<file path="src/rtl/afdd_pkg.sv">
// Package for the adaptive frequency drop detector.
// Holds the phase encoding, the calibration constants and the reset margin.
// No dependencies.
`default_nettype none

package afdd_pkg;

  // Phase of the detector, also reported on the mode field.
  typedef enum logic [1:0] {
    PH_CALIB = 2'd0,
    PH_IDLE  = 2'd1,
    PH_EVENT = 2'd2
  } phase_e;

  localparam int unsigned CountW      = 16;
  localparam int unsigned CalibSumW   = 20;
  localparam int unsigned CalibCntW   = 4;
  localparam int unsigned CalibSamples = 5;

  // Divide by CalibSamples as a multiply by a rounded-up reciprocal.
  // With a 24-bit shift the rounding error stays below one for any 20-bit sum.
  localparam int unsigned RecipShift = 24;
  localparam int unsigned RecipW     = 25;
  localparam int unsigned CalibRecip =
    ((1 << RecipShift) + CalibSamples - 1) / CalibSamples;

  localparam logic [CountW-1:0] MarginReset = 16'd200;
  localparam logic [CountW-1:0] CountMax    = 16'hFFFF;

endpackage

`default_nettype wire

</file>
<file path="src/rtl/afdd_if.sv">
// Handshake interfaces for the adaptive frequency drop detector channels.
// Sample input, result output and margin configuration write.
// Depends on afdd_pkg for the field widths.
`default_nettype none

interface afdd_sample_if;
  logic                           valid;
  logic                           ready;
  logic [afdd_pkg::CountW-1:0]    sample_count;

  modport source (output valid, output sample_count, input ready);
  modport sink   (input valid, input sample_count, output ready);
endinterface

interface afdd_result_if;
  logic                           valid;
  logic                           ready;
  logic [afdd_pkg::CountW-1:0]    count_echo;
  logic [1:0]                     mode;
  logic                           event_started;
  logic                           event_ended;
  logic [afdd_pkg::CountW-1:0]    event_ticks;
  logic [afdd_pkg::CountW-1:0]    start_level;
  logic [afdd_pkg::CountW-1:0]    end_level;

  modport source (output valid, output count_echo, output mode, output event_started,
                  output event_ended, output event_ticks, output start_level,
                  output end_level, input ready);
  modport sink   (input valid, input count_echo, input mode, input event_started,
                  input event_ended, input event_ticks, input start_level,
                  input end_level, output ready);
endinterface

interface afdd_cfg_if;
  logic                           valid;
  logic                           ready;
  logic [afdd_pkg::CountW-1:0]    margin;

  modport source (output valid, output margin, input ready);
  modport sink   (input valid, input margin, output ready);
endinterface

`default_nettype wire

</file>
<file path="src/rtl/adaptive_frequency_drop_detector.sv">
// Adaptive frequency drop detector, top level.
// Uses afdd_pkg and the channel interfaces in afdd_if.sv.
//
// Usage:
//   sample_i carries one pulse count per tick. Each transfer yields exactly
//   one transfer on result_o, in order. cfg_i writes the margin; it is always
//   ready and should be written only while no sample is in flight.
// Pipeline and throughput:
//   A sample is captured in an input register and processed by combinational
//   adds, compares and a multiply-by-reciprocal into the result register.
//   One sample per cycle is sustained while result_o is ready; the state
//   updates in the same cycle that a sample moves to the result register.
// Reset:
//   The detector starts calibrating with zeroed state and a margin of 200;
//   both pipeline stages are empty.
// Stall:
//   While result_o is held off, the result register keeps its contents, the
//   input register fills, and then sample_i.ready drops until the result
//   is taken.
`default_nettype none

module adaptive_frequency_drop_detector (
  input  wire logic       clk_i,
  input  wire logic       rst_ni,
  afdd_sample_if.sink     sample_i,
  afdd_cfg_if.sink        cfg_i,
  afdd_result_if.source   result_o
);

  localparam int unsigned W = afdd_pkg::CountW;
  localparam int unsigned ProdW = afdd_pkg::CalibSumW + afdd_pkg::RecipW;

  // Pipeline control.
  logic         in_valid_q;
  logic [W-1:0] in_count_q;
  logic         out_valid_q;
  logic         advance;

  // Detector state.
  afdd_pkg::phase_e                  phase_q, phase_d;
  logic [afdd_pkg::CalibSumW-1:0]    calib_sum_q, calib_sum_d;
  logic [afdd_pkg::CalibCntW-1:0]    calib_cnt_q, calib_cnt_d;
  logic [W-1:0]                      baseline_q, baseline_d;
  logic [W-1:0]                      start_thr_q, start_thr_d;
  logic [W-1:0]                      low_min_q, low_min_d;
  logic [W-1:0]                      end_thr_q, end_thr_d;
  logic [W-1:0]                      tick_q, tick_d;
  logic [W-1:0]                      margin_q;

  // Per-sample flags.
  logic         started_d, ended_d;
  logic [W-1:0] ticks_d;

  // Datapath intermediates.
  logic [ProdW-1:0] calib_prod;
  logic [W-1:0]     calib_mean;
  logic [W:0]       fold_sum;
  logic [W-1:0]     base_sel;
  logic [W-1:0]     new_min;
  logic [W:0]       end_sum;

  // Result register payload.
  logic [W-1:0] echo_q;
  logic [1:0]   mode_q;
  logic         started_q, ended_q;
  logic [W-1:0] ticks_q, start_lvl_q, end_lvl_q;

  assign advance        = in_valid_q && (!out_valid_q || result_o.ready);
  assign sample_i.ready = !in_valid_q || advance;
  assign cfg_i.ready    = 1'b1;

  // Input register.
  always_ff @(posedge clk_i or negedge rst_ni) begin
    if (!rst_ni) begin
      in_valid_q <= 1'b0;
    end else if (sample_i.ready) begin
      in_valid_q <= sample_i.valid;
    end
  end

  always_ff @(posedge clk_i) begin
    if (sample_i.valid && sample_i.ready) begin
      in_count_q <= sample_i.sample_count;
    end
  end

  // Mean of the calibration sum, including the sample being handled.
  assign calib_prod = ProdW'(calib_sum_d) * ProdW'(afdd_pkg::CalibRecip);
  assign calib_mean = calib_prod[afdd_pkg::RecipShift +: W];
  assign fold_sum   = {1'b0, baseline_q} + {1'b0, in_count_q};
  assign new_min    = (in_count_q < low_min_q) ? in_count_q : low_min_q;
  assign end_sum    = {1'b0, new_min} + {1'b0, margin_q};

  // Baseline feeding the start threshold depends on the phase path.
  always_comb begin
    base_sel = fold_sum[W:1];
    if (phase_q == afdd_pkg::PH_CALIB) begin
      base_sel = calib_mean;
    end
  end

  // Next state and result fields for the sample in the input register.
  always_comb begin
    phase_d     = phase_q;
    calib_sum_d = calib_sum_q + afdd_pkg::CalibSumW'(in_count_q);
    calib_cnt_d = calib_cnt_q;
    baseline_d  = baseline_q;
    start_thr_d = start_thr_q;
    low_min_d   = low_min_q;
    end_thr_d   = end_thr_q;
    tick_d      = tick_q;
    started_d   = 1'b0;
    ended_d     = 1'b0;
    ticks_d     = '0;
    case (phase_q)
      afdd_pkg::PH_CALIB: begin
        calib_cnt_d = calib_cnt_q + 1'b1;
        if (calib_cnt_d == afdd_pkg::CalibCntW'(afdd_pkg::CalibSamples)) begin
          baseline_d  = base_sel;
          start_thr_d = (base_sel > margin_q) ? (base_sel - margin_q) : '0;
          phase_d     = afdd_pkg::PH_IDLE;
        end
      end
      afdd_pkg::PH_EVENT: begin
        calib_sum_d = calib_sum_q;
        low_min_d   = new_min;
        end_thr_d   = end_sum[W] ? afdd_pkg::CountMax : end_sum[W-1:0];
        tick_d      = (tick_q != afdd_pkg::CountMax) ? (tick_q + 1'b1) : tick_q;
        if (in_count_q > end_thr_d) begin
          ended_d = 1'b1;
          ticks_d = tick_d;
          phase_d = afdd_pkg::PH_IDLE;
        end
      end
      default: begin
        // Idle, and the unused phase code treated as idle.
        calib_sum_d = calib_sum_q;
        phase_d     = afdd_pkg::PH_IDLE;
        if (in_count_q < start_thr_q) begin
          low_min_d = in_count_q;
          tick_d    = '0;
          phase_d   = afdd_pkg::PH_EVENT;
          started_d = 1'b1;
        end else begin
          baseline_d  = base_sel;
          start_thr_d = (base_sel > margin_q) ? (base_sel - margin_q) : '0;
        end
      end
    endcase
  end

  // State registers, updated as a sample moves to the result register.
  always_ff @(posedge clk_i or negedge rst_ni) begin
    if (!rst_ni) begin
      phase_q     <= afdd_pkg::PH_CALIB;
      calib_sum_q <= '0;
      calib_cnt_q <= '0;
      baseline_q  <= '0;
      start_thr_q <= '0;
      low_min_q   <= '0;
      end_thr_q   <= '0;
      tick_q      <= '0;
    end else if (advance) begin
      phase_q     <= phase_d;
      calib_sum_q <= calib_sum_d;
      calib_cnt_q <= calib_cnt_d;
      baseline_q  <= baseline_d;
      start_thr_q <= start_thr_d;
      low_min_q   <= low_min_d;
      end_thr_q   <= end_thr_d;
      tick_q      <= tick_d;
    end
  end

  // Margin register.
  always_ff @(posedge clk_i or negedge rst_ni) begin
    if (!rst_ni) begin
      margin_q <= afdd_pkg::MarginReset;
    end else if (cfg_i.valid) begin
      margin_q <= cfg_i.margin;
    end
  end

  // Result register valid.
  always_ff @(posedge clk_i or negedge rst_ni) begin
    if (!rst_ni) begin
      out_valid_q <= 1'b0;
    end else if (!out_valid_q || result_o.ready) begin
      out_valid_q <= in_valid_q;
    end
  end

  // Result register payload.
  always_ff @(posedge clk_i) begin
    if (advance) begin
      echo_q      <= in_count_q;
      mode_q      <= phase_d;
      started_q   <= started_d;
      ended_q     <= ended_d;
      ticks_q     <= ticks_d;
      start_lvl_q <= start_thr_d;
      end_lvl_q   <= end_thr_d;
    end
  end

  assign result_o.valid         = out_valid_q;
  assign result_o.count_echo    = echo_q;
  assign result_o.mode          = mode_q;
  assign result_o.event_started = started_q;
  assign result_o.event_ended   = ended_q;
  assign result_o.event_ticks   = ticks_q;
  assign result_o.start_level   = start_lvl_q;
  assign result_o.end_level     = end_lvl_q;

endmodule

`default_nettype wire
</file>
<file path="src/flat_wrapper.sv">
// flat-port wrapper written by rule: the top's interface ports become plain ports
module adaptive_frequency_drop_detector_flat 
  (clk_i, rst_ni, sample_i_valid, sample_i_sample_count, sample_i_ready, cfg_i_valid, cfg_i_margin, cfg_i_ready, result_o_valid, result_o_count_echo, result_o_mode, result_o_event_started, result_o_event_ended, result_o_event_ticks, result_o_start_level, result_o_end_level, result_o_ready);
  afdd_sample_if sample_i_i ();
  afdd_cfg_if cfg_i_i ();
  afdd_result_if result_o_i ();
  input  wire logic clk_i;
  input  wire logic rst_ni;
  input wire logic [$bits(sample_i_i.valid)-1:0] sample_i_valid;
  input wire logic [$bits(sample_i_i.sample_count)-1:0] sample_i_sample_count;
  output wire logic [$bits(sample_i_i.ready)-1:0] sample_i_ready;
  input wire logic [$bits(cfg_i_i.valid)-1:0] cfg_i_valid;
  input wire logic [$bits(cfg_i_i.margin)-1:0] cfg_i_margin;
  output wire logic [$bits(cfg_i_i.ready)-1:0] cfg_i_ready;
  output wire logic [$bits(result_o_i.valid)-1:0] result_o_valid;
  output wire logic [$bits(result_o_i.count_echo)-1:0] result_o_count_echo;
  output wire logic [$bits(result_o_i.mode)-1:0] result_o_mode;
  output wire logic [$bits(result_o_i.event_started)-1:0] result_o_event_started;
  output wire logic [$bits(result_o_i.event_ended)-1:0] result_o_event_ended;
  output wire logic [$bits(result_o_i.event_ticks)-1:0] result_o_event_ticks;
  output wire logic [$bits(result_o_i.start_level)-1:0] result_o_start_level;
  output wire logic [$bits(result_o_i.end_level)-1:0] result_o_end_level;
  input wire logic [$bits(result_o_i.ready)-1:0] result_o_ready;
  assign sample_i_i.valid = sample_i_valid;
  assign sample_i_i.sample_count = sample_i_sample_count;
  assign sample_i_ready = sample_i_i.ready;
  assign cfg_i_i.valid = cfg_i_valid;
  assign cfg_i_i.margin = cfg_i_margin;
  assign cfg_i_ready = cfg_i_i.ready;
  assign result_o_valid = result_o_i.valid;
  assign result_o_count_echo = result_o_i.count_echo;
  assign result_o_mode = result_o_i.mode;
  assign result_o_event_started = result_o_i.event_started;
  assign result_o_event_ended = result_o_i.event_ended;
  assign result_o_event_ticks = result_o_i.event_ticks;
  assign result_o_start_level = result_o_i.start_level;
  assign result_o_end_level = result_o_i.end_level;
  assign result_o_i.ready = result_o_ready;
  adaptive_frequency_drop_detector u_core (.clk_i(clk_i), .rst_ni(rst_ni), .sample_i(sample_i_i), .cfg_i(cfg_i_i), .result_o(result_o_i));
endmodule
</file>
<file path="config.mk">
export PLATFORM = sky130hd
export DESIGN_NAME = adaptive_frequency_drop_detector_flat
export DESIGN_NICKNAME = d
export VERILOG_FILES = /design/src/rtl/afdd_pkg.sv /design/src/rtl/afdd_if.sv /design/src/rtl/adaptive_frequency_drop_detector.sv /design/src/flat_wrapper.sv
export SDC_FILE = /design/constraint.sdc
export NUM_CORES = 1
export LEC_CHECK = 0
export ABC_AREA = 0
export BUFFER_PORTS_ARGS = -buffer_cell sky130_fd_sc_hd__buf_2
export CORE_UTILIZATION = 50
export DETAILED_ROUTE_END_ITERATION = 12
export PLACE_DENSITY = 0.7
export SLEW_MARGIN = 10
export SYNTH_ARGS = -nofsm -noshare
export SYNTH_HDL_FRONTEND = slang
export SYNTH_SLANG_ARGS = --single-unit
</file>
<file path="constraint.sdc">
create_clock -name clk_i -period 11.09 [get_ports clk_i]
set_input_delay 2.218 -clock clk_i [delete_from_list [all_inputs] [get_ports clk_i]]
set_output_delay 2.218 -clock clk_i [all_outputs]
set_load 0.05 [all_outputs]
</file>
==> impl_metrics.ini <==
[logic_synthesis]
synth-simple-area-share_pct = 9.81
syn-cell-area_mm2 = 0.0196
synth_edf_count = 84
ys_dominant_reg_cell = dfrtp_1
syn-num-nets = 2433
yosys_warnings = 0
ys_async_sr_fraction_pct = 59.6
synth_cells = 1959
avgSynthCellArea_um2 = 9.98
synth-compound-area-share_pct = 12.8
synth_adder_area_share_pct = 33.4
ys_seq_area_share_pct = 28.8
muxShareOfSynthArea_pct = 4.65
synth_top_family_by_area = adder cells
synth-xor-area-share_pct = 4.03
ys_types = 78
synth_seq_cells = 208

[cells_and_area]
final_nets = 2563
syn2layout_area_growth_pct = 11.4
drive_gt1_share_pct = 14.8
final_cell_mix = inv_1, ha_1, nand2_1, fa_1, dfrtp_1
fillCellCount = 3327
diodes = 0
final_common_cell = inv_1

[sta]
skew_ps = 10.4
period_minus_slack_ps = 10660
rsz0062_at_grt = no
fin_tns_setup_ps = 0
maxSlewViolCount = 0
tightest_slew_ps = 1180
slew-limit-headroom_pct = 21.1
period_share_pct = 96.1
hold_violations = 0
setup_viol = 0
fmax_mhz = 93.8

[die]
die_w_um = 200
dieArea_mm2 = 0.0399
rows = 72
die_y_um = 200
start_util_pct = 50.6
core_area_mm2 = 0.0386
num_io_pins = 108

[detailed_routing]
vias = 14700
ant_nets = 0
first_pass_iters = 5
drc_errors = 0
vias_per_cell = 5.62
routed_wl_um = 49500
wl_per_cell_um = 18.9
drt_iter0_markers = 809

[place]
port_buffers = 106
globalplace.congestion = 0.919
dpl.hpwl_um = 40300

[setup_path]
critPathMaxFanout = 6
worst-endpoint-arrival_ps = 11060
slowest_delay_ps = 640
cp-end-kind = flip-flop
crit_required_ps = 11480
critical-path-slowest-cell = or4b_2
path_buf_inv = 5
worstSetupPathType = flip-flop to flip-flop
critPathTopFamily = adder cells
start_kind = flip-flop

[grt]
grt_pass1_vias = 15000
antenna_found_initial = 0
grt_max_degree = 69
grt_pass1_wl_um = 79100
grt_remaining_overflow = 0
gr-usage-all-layers_pct = 25.6

[clock_network]
cts.sinks = 208
cts-root-buf = clkbuf_16
h-tree-depth = 1
cts_tree = done
cts_hold_buf = 0
path_clk_slew_ps = 70
clk_path_buf_depth = 3
insertion_delay_ps = 520
cts_buffers = 21

[run]
max_cap_viol_count = 0

[hold_path]
hp-class = flip-flop to flip-flop

[status]
status = completed
==> layout make-up <==
cell class / count / area (µm²) / area share (%)
clock inverter: 10 / 109 / 0.500
multi-input combinational: 1414 / 12800 / 58.9
sequential: 208 / 5630 / 25.8
clock buffer: 28 / 592 / 2.72
tap: 518 / 648 / 2.98
inverter: 292 / 1100 / 5.04
timing repair buffer: 152 / 882 / 4.05
==> state kept, by name (all words and copies together), names as in the netlist, 4 cells and up <==
signal and cells:
u_core.result_o.start_level 16, u_core.end_thr_q 16, u_core.in_count_q 16, u_core.calib_cnt_q 4, u_core.result_o.count_echo 16, u_core.result_o.end_level 16, u_core.low_min_q 16, u_core.calib_sum_q 20
u_core.margin_q 16, u_core.start_thr_q 16, u_core.baseline_q 16, u_core.tick_q 16, u_core.result_o.event_ticks 16
==> path summary, 6_finish.rpt <==
kind	start	endpoint	slack, ps	cells after the start
setup / recovery	u_core.calib_sum_q[0]	u_core.start_thr_q[3]	430	39
hold / removal	u_core.end_thr_q[9]	u_core.end_thr_q[9]	480	2
setup reg to reg	u_core.calib_sum_q[0]	u_core.start_thr_q[3]	430	39
hold reg to reg	u_core.end_thr_q[9]	u_core.end_thr_q[9]	480	2
max in group asynchronous	rst_ni	u_core.start_thr_q[0]	7880	2
min in group asynchronous	rst_ni	u_core.end_thr_q[14]	1780	1
==> timing repair <==
action,4_1_cts,5_1_grt
buffers inserted,0,7
endpoints found under the hold margin,0,0
resized for setup,1,33
pin swaps,0,17
endpoints found under the setup margin,3,32
==> synth_stat cells (all sizes together) (15+ instances only) <==
master	instances	area, µm²
clkbuf	35	131
o31ai	23	178
inv	292	1100
ha	295	3690
xnor2	48	420
nor2	94	355
edfxtp	84	2520
xor2	42	368
nand3	30	150
dfrtp	121	3030
a21oi	83	415
mux2	76	860
a21o	45	338
fa	142	2840
o21ai	124	624
nor3	28	140
nand2	161	604
a31oi	15	93.8
==> per-stage QoR <==
stage / hold WS (ps) / area (µm²) / util [%] / instances / setup slack, ps
3_3_place_gp: 461 / 20900 / 54.0 / 2577 / 246
5_1_grt: 513 / 21800 / 56.4 / 2622 / 5.18
3_5_place_dp: 471 / 20900 / 54.0 / 2577 / 28.5
2_1_floorplan: 450 / 19600 / - / 1959 / 658
4_1_cts: 485 / 21600 / 55.8 / 2615 / 133
6_report: 481 / 21800 / 56.4 / 2622 / 427
==> routing by layer <==
layer	global-route usage [%]	up-vias	wire [µm]	share of wire (%)
li1	-	7017	-	-
met1	33.9	7216	21700	44
met2	42.9	395	23600	48
met3	2.34	109	2130	4.3
met4	11.0	0	2150	4.3
met5	0	-	0	0
==> kinds of logic after synthesis <==
kind of cell,Yosys count
xor gates and xnor gates,90
and+or+nand+nor,414
DFF,208
AOI/OAI and AO/OA,391
muxes,81
other,1
buffers and inverters,337
adders and majority gates,437
==> worst reg2reg max path: cells and delay by family, from the launching register on <==
kind | cells | cell delay [ps]
compound gates | 14 | 3280
simple gates | 7 | 1750
buf+inv | 5 | 240
mux | 2 | 560
flops | 1 | 370
fa+ha+maj | 11 | 4330
Power is not shown: default switching activity piles up to over one toggle a cycle in this logic, so the estimate is an artifact.
